`src/rtl/gdbd_pkg.sv`:
```
// Package for the Gregorian days-between-dates block.
// Holds the word types, status codes and calendar tables; depends on nothing.
`default_nettype none

package gdbd_pkg;

  // Field widths fixed by the word layout
  localparam int unsigned YEAR_W  = 14;
  localparam int unsigned MONTH_W = 4;
  localparam int unsigned DAY_W   = 5;
  localparam int unsigned COUNT_W = 22;
  localparam int unsigned QUOT_W  = 8;   // year / 100 for any 14-bit year

  // Default legal year window
  localparam int unsigned MIN_YEAR_DEF = 1753;
  localparam int unsigned MAX_YEAR_DEF = 9999;

  // Division by 100 as a reciprocal multiply, exact for values below 43699
  localparam int unsigned DIV100_MUL   = 5243;
  localparam int unsigned DIV100_SHIFT = 19;
  localparam int unsigned DIV100_PW    = YEAR_W + 13;

  localparam int unsigned DAYS_PER_YEAR = 365;

  // Month codes
  localparam logic [MONTH_W-1:0] MONTH_JAN = 4'd1;
  localparam logic [MONTH_W-1:0] MONTH_FEB = 4'd2;
  localparam logic [MONTH_W-1:0] MONTH_DEC = 4'd12;

  typedef enum logic [1:0] {
    STAT_VALID    = 2'd0,
    STAT_BAD_DATE = 2'd1,
    STAT_REVERSED = 2'd2
  } status_t;

  typedef struct packed {
    logic [YEAR_W-1:0]  year;
    logic [MONTH_W-1:0] month;
    logic [DAY_W-1:0]   day;
  } date_t;

  typedef struct packed {
    logic [YEAR_W-1:0]  start_year;
    logic [MONTH_W-1:0] start_month;
    logic [DAY_W-1:0]   start_day;
    logic [YEAR_W-1:0]  end_year;
    logic [MONTH_W-1:0] end_month;
    logic [DAY_W-1:0]   end_day;
  } in_word_t;

  typedef struct packed {
    logic [COUNT_W-1:0] day_count;
    status_t            status;
  } out_word_t;

  // One date after the quotient stage
  typedef struct packed {
    logic [YEAR_W-1:0]  year;
    logic [YEAR_W-1:0]  prev_year;
    logic [MONTH_W-1:0] month;
    logic [DAY_W-1:0]   day;
    logic [QUOT_W-1:0]  year_q100;
    logic [QUOT_W-1:0]  prev_q100;
    logic               range_ok;
  } date_q_t;

  // Days in each month of a common year; zero for codes that are no month
  function automatic logic [DAY_W-1:0] month_len(input logic [MONTH_W-1:0] m);
    logic [DAY_W-1:0] len;
    case (m)
      4'd1, 4'd3, 4'd5, 4'd7, 4'd8, 4'd10, 4'd12: len = 5'd31;
      4'd4, 4'd6, 4'd9, 4'd11:                     len = 5'd30;
      4'd2:                                        len = 5'd28;
      default:                                     len = 5'd0;
    endcase
    return len;
  endfunction

  // Days before the first of each month in a common year
  function automatic logic [8:0] month_before(input logic [MONTH_W-1:0] m);
    logic [8:0] days;
    case (m)
      4'd1:    days = 9'd0;
      4'd2:    days = 9'd31;
      4'd3:    days = 9'd59;
      4'd4:    days = 9'd90;
      4'd5:    days = 9'd120;
      4'd6:    days = 9'd151;
      4'd7:    days = 9'd181;
      4'd8:    days = 9'd212;
      4'd9:    days = 9'd243;
      4'd10:   days = 9'd273;
      4'd11:   days = 9'd304;
      4'd12:   days = 9'd334;
      default: days = 9'd0;
    endcase
    return days;
  endfunction

endpackage

`default_nettype wire

```
`src/rtl/gdbd_in_if.sv`:
```
// Input channel: valid/ready handshake carrying one pair of dates.
// Depends on gdbd_pkg for the word type.
`default_nettype none

interface gdbd_in_if;
  logic               valid;
  logic               ready;
  gdbd_pkg::in_word_t data;

  modport source (output valid, output data, input ready);
  modport sink   (input valid, input data, output ready);
endinterface

`default_nettype wire

```
`src/rtl/gdbd_out_if.sv`:
```
// Result channel: valid/ready handshake carrying day count and status.
// Depends on gdbd_pkg for the word type.
`default_nettype none

interface gdbd_out_if;
  logic                valid;
  logic                ready;
  gdbd_pkg::out_word_t data;

  modport source (output valid, output data, input ready);
  modport sink   (input valid, input data, output ready);
endinterface

`default_nettype wire

```
`src/rtl/gregorian_days_between_dates.sv`:
```
// Top level: days between two Gregorian dates, with date checks and status.
// Depends on gdbd_pkg, gdbd_in_if and gdbd_out_if.
//
//   channel   | dir | payload                                 | handshake
//   ----------+-----+-----------------------------------------+-----------
//   in_ch     | in  | start/end year, month, day              | valid/ready
//   out_ch    | out | day_count, status                       | valid/ready
//
// Four register stages: input word, quotients by 100, day numbers, result.
// One word is taken per cycle unless out_ch stalls; out_ch.valid is the result valid.
// The depth is set by the constant multiplies per date: the reciprocal divide by 100
// in one stage, the remainder and the day number in the next.
// Each stage advances when it is empty or the next one advances, so a stall
// on out_ch backs up stage by stage and bubbles fill. Reset clears valids only.
`default_nettype none

module gregorian_days_between_dates #(
  parameter int unsigned MIN_YEAR = gdbd_pkg::MIN_YEAR_DEF,
  parameter int unsigned MAX_YEAR = gdbd_pkg::MAX_YEAR_DEF
) (
  input  wire          clk,
  input  wire          rst_n,
  gdbd_in_if.sink      in_ch,
  gdbd_out_if.source   out_ch
);
  import gdbd_pkg::*;

  // Stage valids and advance enables
  logic a_v_r, b_v_r, c_v_r, o_v_r;
  logic adv_a, adv_b, adv_c, adv_o;

  // Stage payloads
  date_t              a_date_r [2];
  date_q_t            b_date_nxt [2];
  date_q_t            b_date_r [2];
  logic [COUNT_W-1:0] c_num_nxt [2];
  logic [COUNT_W-1:0] c_num_r [2];
  logic [1:0]         c_ok_nxt;
  logic [1:0]         c_ok_r;
  out_word_t          o_word_nxt;
  out_word_t          o_word_r;

  // Advance a stage when it is empty or the one after it moves
  assign adv_o = !o_v_r || out_ch.ready;
  assign adv_c = !c_v_r || adv_o;
  assign adv_b = !b_v_r || adv_c;
  assign adv_a = !a_v_r || adv_b;

  assign in_ch.ready  = adv_a;
  assign out_ch.valid = o_v_r;
  assign out_ch.data  = o_word_r;

  // Stage valids
  always_ff @(posedge clk) begin
    if (!rst_n) begin
      a_v_r <= 1'b0;
      b_v_r <= 1'b0;
      c_v_r <= 1'b0;
      o_v_r <= 1'b0;
    end else begin
      if (adv_a) a_v_r <= in_ch.valid;
      if (adv_b) b_v_r <= a_v_r;
      if (adv_c) c_v_r <= b_v_r;
      if (adv_o) o_v_r <= c_v_r;
    end
  end

  // Capture the input word
  always_ff @(posedge clk) begin
    if (adv_a) begin
      a_date_r[0] <= '{year: in_ch.data.start_year, month: in_ch.data.start_month,
                       day: in_ch.data.start_day};
      a_date_r[1] <= '{year: in_ch.data.end_year, month: in_ch.data.end_month,
                       day: in_ch.data.end_day};
    end
  end

  // Quotients by 100 of the year and the year before, plus range checks
  always_comb begin
    logic [YEAR_W-1:0]      yr;
    logic [YEAR_W-1:0]      pr;
    logic [DIV100_PW-1:0]   prod_y;
    logic [DIV100_PW-1:0]   prod_p;
    for (int i = 0; i < 2; i++) begin
      yr     = a_date_r[i].year;
      pr     = yr - YEAR_W'(1);
      prod_y = DIV100_PW'(yr) * DIV100_PW'(DIV100_MUL);
      prod_p = DIV100_PW'(pr) * DIV100_PW'(DIV100_MUL);
      b_date_nxt[i].year      = yr;
      b_date_nxt[i].prev_year = pr;
      b_date_nxt[i].month     = a_date_r[i].month;
      b_date_nxt[i].day       = a_date_r[i].day;
      b_date_nxt[i].year_q100 = QUOT_W'(prod_y >> DIV100_SHIFT);
      b_date_nxt[i].prev_q100 = QUOT_W'(prod_p >> DIV100_SHIFT);
      b_date_nxt[i].range_ok  = (32'(yr) >= MIN_YEAR) && (32'(yr) <= MAX_YEAR) &&
                                (a_date_r[i].month >= MONTH_JAN) &&
                                (a_date_r[i].month <= MONTH_DEC);
    end
  end

  always_ff @(posedge clk) begin
    if (adv_b) begin
      b_date_r <= b_date_nxt;
    end
  end

  // Leap test, day check and day number of each date
  always_comb begin
    logic [YEAR_W-1:0]  rem100;
    logic               leap;
    logic [DAY_W-1:0]   len;
    logic [COUNT_W-1:0] n;
    for (int i = 0; i < 2; i++) begin
      rem100 = b_date_r[i].year - YEAR_W'(16'(b_date_r[i].year_q100) * 16'd100);
      leap   = (b_date_r[i].year[1:0] == 2'd0) &&
               ((rem100 != '0) || (b_date_r[i].year_q100[1:0] == 2'd0));
      len    = month_len(b_date_r[i].month) +
               DAY_W'((b_date_r[i].month == MONTH_FEB) && leap);
      c_ok_nxt[i] = b_date_r[i].range_ok && (b_date_r[i].day != '0) &&
                    (b_date_r[i].day <= len);
      n = COUNT_W'(b_date_r[i].prev_year) * COUNT_W'(DAYS_PER_YEAR)
        + COUNT_W'(b_date_r[i].prev_year >> 2)
        - COUNT_W'(b_date_r[i].prev_q100)
        + COUNT_W'(b_date_r[i].prev_q100 >> 2)
        + COUNT_W'(month_before(b_date_r[i].month))
        + COUNT_W'(leap && (b_date_r[i].month > MONTH_FEB))
        + COUNT_W'(b_date_r[i].day);
      c_num_nxt[i] = n;
    end
  end

  always_ff @(posedge clk) begin
    if (adv_c) begin
      c_num_r <= c_num_nxt;
      c_ok_r  <= c_ok_nxt;
    end
  end

  // Order check and difference; a bad date wins over reversed order
  always_comb begin
    o_word_nxt.day_count = '0;
    if (c_ok_r != 2'b11) begin
      o_word_nxt.status = STAT_BAD_DATE;
    end else if (c_num_r[0] > c_num_r[1]) begin
      o_word_nxt.status = STAT_REVERSED;
    end else begin
      o_word_nxt.status    = STAT_VALID;
      o_word_nxt.day_count = c_num_r[1] - c_num_r[0];
    end
  end

  // Hold the result until taken
  always_ff @(posedge clk) begin
    if (adv_o) begin
      o_word_r <= o_word_nxt;
    end
  end

endmodule

`default_nettype wire
```
`src/flat_wrapper.sv`:
```
// flat-port wrapper written by rule: the top's interface ports become plain ports
module gregorian_days_between_dates_flat import gdbd_pkg::*;
#(
  parameter int unsigned MIN_YEAR = gdbd_pkg::MIN_YEAR_DEF,
  parameter int unsigned MAX_YEAR = gdbd_pkg::MAX_YEAR_DEF
)
  (clk, rst_n, in_ch_valid, in_ch_data, in_ch_ready, out_ch_valid, out_ch_data, out_ch_ready);
  gdbd_in_if in_ch_i ();
  gdbd_out_if out_ch_i ();
  input  wire clk;
  input  wire rst_n;
  input wire logic [$bits(in_ch_i.valid)-1:0] in_ch_valid;
  input wire logic [$bits(in_ch_i.data)-1:0] in_ch_data;
  output wire logic [$bits(in_ch_i.ready)-1:0] in_ch_ready;
  output wire logic [$bits(out_ch_i.valid)-1:0] out_ch_valid;
  output wire logic [$bits(out_ch_i.data)-1:0] out_ch_data;
  input wire logic [$bits(out_ch_i.ready)-1:0] out_ch_ready;
  assign in_ch_i.valid = in_ch_valid;
  assign in_ch_i.data = in_ch_data;
  assign in_ch_ready = in_ch_i.ready;
  assign out_ch_valid = out_ch_i.valid;
  assign out_ch_data = out_ch_i.data;
  assign out_ch_i.ready = out_ch_ready;
  gregorian_days_between_dates #(.MIN_YEAR(MIN_YEAR), .MAX_YEAR(MAX_YEAR)) u_core (.clk(clk), .rst_n(rst_n), .in_ch(in_ch_i), .out_ch(out_ch_i));
endmodule
```
`config.mk`:
```
export PLATFORM = sky130hd
export DESIGN_NAME = gregorian_days_between_dates_flat
export DESIGN_NICKNAME = d
export VERILOG_FILES = /design/src/rtl/gdbd_pkg.sv /design/src/rtl/gdbd_in_if.sv /design/src/rtl/gdbd_out_if.sv /design/src/rtl/gregorian_days_between_dates.sv /design/src/flat_wrapper.sv
export SDC_FILE = /design/constraint.sdc
export NUM_CORES = 2
export LEC_CHECK = 0
export ABC_CLOCK_PERIOD_IN_PS = 12100
export BUFFER_PORTS_ARGS = -buffer_cell sky130_fd_sc_hd__buf_2
export CORE_ASPECT_RATIO = 0.8
export CORE_MARGIN = 1.5
export CORE_UTILIZATION = 55
export CTS_CLUSTER_SIZE = 30
export DETAILED_ROUTE_END_ITERATION = 10
export GPL_TIMING_DRIVEN = 1
export PLACE_DENSITY = 0.78
export SLEW_MARGIN = 15
export SYNTH_ARGS = -nofsm -noshare
export SYNTH_HDL_FRONTEND = slang
export SYNTH_SLANG_ARGS = --single-unit
export TNS_END_PERCENT = 30
```
`constraint.sdc`:
```
create_clock -name clk -period 12.1 [get_ports clk]
set_input_delay 1.21 -clock clk [delete_from_list [all_inputs] [get_ports clk]]
set_output_delay 1.21 -clock clk [all_outputs]
set_load 0.1 [all_outputs]
```
==> results.md <==
- Die W: 281 um
- Req. time, crit path: 12.42 ns
- Post-DP HPWL: 58000 um
- Pin count of the biggest net entering global routing: 74
- Relative slew slack: 0.210
- Total negative slack: 0 ns
- WL per Instance: 16.7 um
- CTS clk-pin slew, worst paths: 0.06 ns
- Cts repair resizes: 0
- Cells after Synth: 3113
- Commonest non-fill, non-tap cell in the layout: inv_1
- Syn Nets: 4368
- Final Max Slew Viols: 0
- Initial Utilization: 0.557
- EDFF count, synth: 224
- Placed cells: 4023
- DIE HEIGHT: 225 um
- ANT cells: 0
- Cts bufs inserted: 28
- Mapped Area: 0.0340 mm^2
- ANT nets after route: 0
- Min cycle time layout: 9.58 ns
- Hold Path Stages: 0
- Final core utilization: 0.597
- Most used cell, CP: fa_1
- Total global routing overflow: 0
- Worst path top cell family by delay: adder cells
- DRC: 0
- CP max FO: 4
- Drt total wl: 67900 um
- Final period util: 0.792
- Top FF cell, synth: edfxtp_1
- Max-Cap Viols: 0
- Reg-to-reg critical path endpoint: u_core.c_num_r[43]$_DFFE_PP_
- Final clock skew: 0.0152 ns
- FILL cells: 4895
- Fraction of layout cells with a size suffix above 1: 0.0484
- Endpoints failing setup: 0
- Via density: 5.22
- Vias in the first global route: 22682
- Netlist cell types: 71
- Seq/Total Area, Yosys: 0.214
- Clk root buf: clkbuf_16
- GRT Resource Usage Total: 0.226
- RSZ-0062 raised after global routing: false
- Commonest non-fill, non-tap cells in the layout: inv_1, ha_1, fa_1, edfxtp_1, nor2_1
- Final net count: 4478
- Crit end category: register
- Drt first pass iters: 5
- Syn avg cell area: 10.9 um^2
- Fin area: 0.0365 mm^2
- Placed Area: 0.0355 mm^2
- Hold_buf cts: 0
- Met1 wire length: 33400 um
- Core area: 0.0611 mm^2
- Starting DRC count in detailed routing: 1150
- Clock latency at the later pin of the worst-skew pair: 0.58 ns
- Largest buffer count on any clock path: 3
- Io pins: 76
- Clock Sinks: 252
- Crit-path max cell delay: 0.67 ns
- Area Growth Syn to Fin: 7.17%
- Num rows: 81
- H-Tree Level Count: 1
- Levels on crit path: 36
- Hold path start: u_core.a_date_r[0][0]$_DFFE_PP_
- Vias: 21289
- Outcome: finished clean
- Non-filler cells, final: 4075
- Largest area contributor in the netlist: ha_1
- Die area: 0.0634 mm^2
- WS Path Type: register to register
- Worst-margin pin slew: 1.18 ns
- Antenna violations before repair: 0
- FF-to-FF setup slack: 2.52 ns
- Register bit total from synthesis: 252
- WHS Endpoint: u_core.b_date_r[71]$_DFFE_PP_
- CTS tree: done
- Routed length on met2: 30400 um
- R2r worst-path depth: 36
- CP bufs+invs: 6
- Yosys warns: 0
- Reg-to-reg startpoint: u_core.b_date_r[63]$_DFFE_PP_
- # port buffers: 75
- Asr flop ratio synth: 0
- Synth area leaders: ha_1, fa_1, edfxtp_1, inv_1, xnor2_1
- Setup bufs post-CTS: 0
- Worst min-delay path category: register to register
- Fmax: 104 MHz
- Final Hold Vio Count: 0
- Worst Setup Start Kind: register
- CP Data Arrival Time: 9.90 ns
- Placer Congestion: 0.899
- Critical path's slowest cell: a2111oi_0
- First-pass GRT wire length: 115000 um
- Top sig layer: met4
- Area fraction of the dominant cell type after synthesis: 0.281
- Metal3 WL: 3360 um
## synthesized netlist by cell type (all sizes together), types with 6 or more instances
library cell and number:
inv 821, ha 764, fa 441, edfxtp 224
nor2 103, xnor2 101, a21oi 85, nand2 78
o21ai 65, a21o 42, xor2 38, nand3 35
dfxtp 28, o21a 26, nor2b 25, nor3 22
a211oi 17, nand4 16, and3 14, nand2b 13
o21bai 13, a31oi 10, mux2i 10, a21boi 9
and2 9, nor4 8, o211ai 8, or3 8
a221oi 6
## per-layer routing
layer,GRT usage,up-vias
li1,-,10335
met1,0.339,10449
met2,0.363,452
met3,0.0271,53
met4,0.0284,0
met5,0,-
## sequential cells by signal, indices dropped and copies added (netlist names), named ones only
signal / flops
u_core.b_date_r: 108
u_core.a_date_r: 46
u_core.c_num_r: 44
u_core.out_ch.data: 24
u_core.c_ok_r: 2
u_core.a_v_r: 1
u_core.b_v_r: 1
u_core.c_v_r: 1
u_core.out_ch.valid: 1
## how the worst max path moves through the flow
stage	to	start
final	u_core.c_num_r[43]$_DFFE_PP_	u_core.b_date_r[63]$_DFFE_PP_
after global routing	u_core.c_num_r[43]$_DFFE_PP_	u_core.b_date_r[65]$_DFFE_PP_
after CTS	u_core.c_num_r[43]$_DFFE_PP_	u_core.b_date_r[65]$_DFFE_PP_
after detailed placement	u_core.c_num_r[43]$_DFFE_PP_	u_core.b_date_r[65]$_DFFE_PP_
after global placement	u_core.c_num_r[43]$_DFFE_PP_	u_core.b_date_r[66]$_DFFE_PP_
after floorplan	u_core.c_num_r[43]$_DFFE_PP_	u_core.b_date_r[65]$_DFFE_PP_
## final cells by class
type / instances / area (um^2) / area share
repair buffers: 85 / 450 / 0.0124
flip-flops and latches: 252 / 7290 / 0.200
clock inverters: 23 / 272 / 0.00745
well taps: 830 / 1040 / 0.0285
clock buffers: 29 / 704 / 0.0193
multi-input cells: 2035 / 23600 / 0.648
inverters: 821 / 3080 / 0.0846
## cell families after synthesis
| kind of cell | count (synthesis) | share of synthesized area |
|---|---|---|
| fa+ha+maj | 1205 | 0.541 |
| buf+inv | 826 | 0.0915 |
| compound gates | 333 | 0.0651 |
| simple gates | 348 | 0.0499 |
| mux | 10 | 0.00294 |
| xor+xnor | 139 | 0.0358 |
| flops | 252 | 0.214 |
## through the flow
stage,hold slack (ns),setup WS [ns]
after CTS,0.420,2.52
after global routing,0.431,2.01
final,0.419,2.52
after global placement,0.405,2.86
after floorplan,0.400,3.54
after detailed placement,0.405,2.65
Power is left out: the tool's default activity adds up to more than one toggle a clock period on the data nets, which glitch-free logic cannot reach.
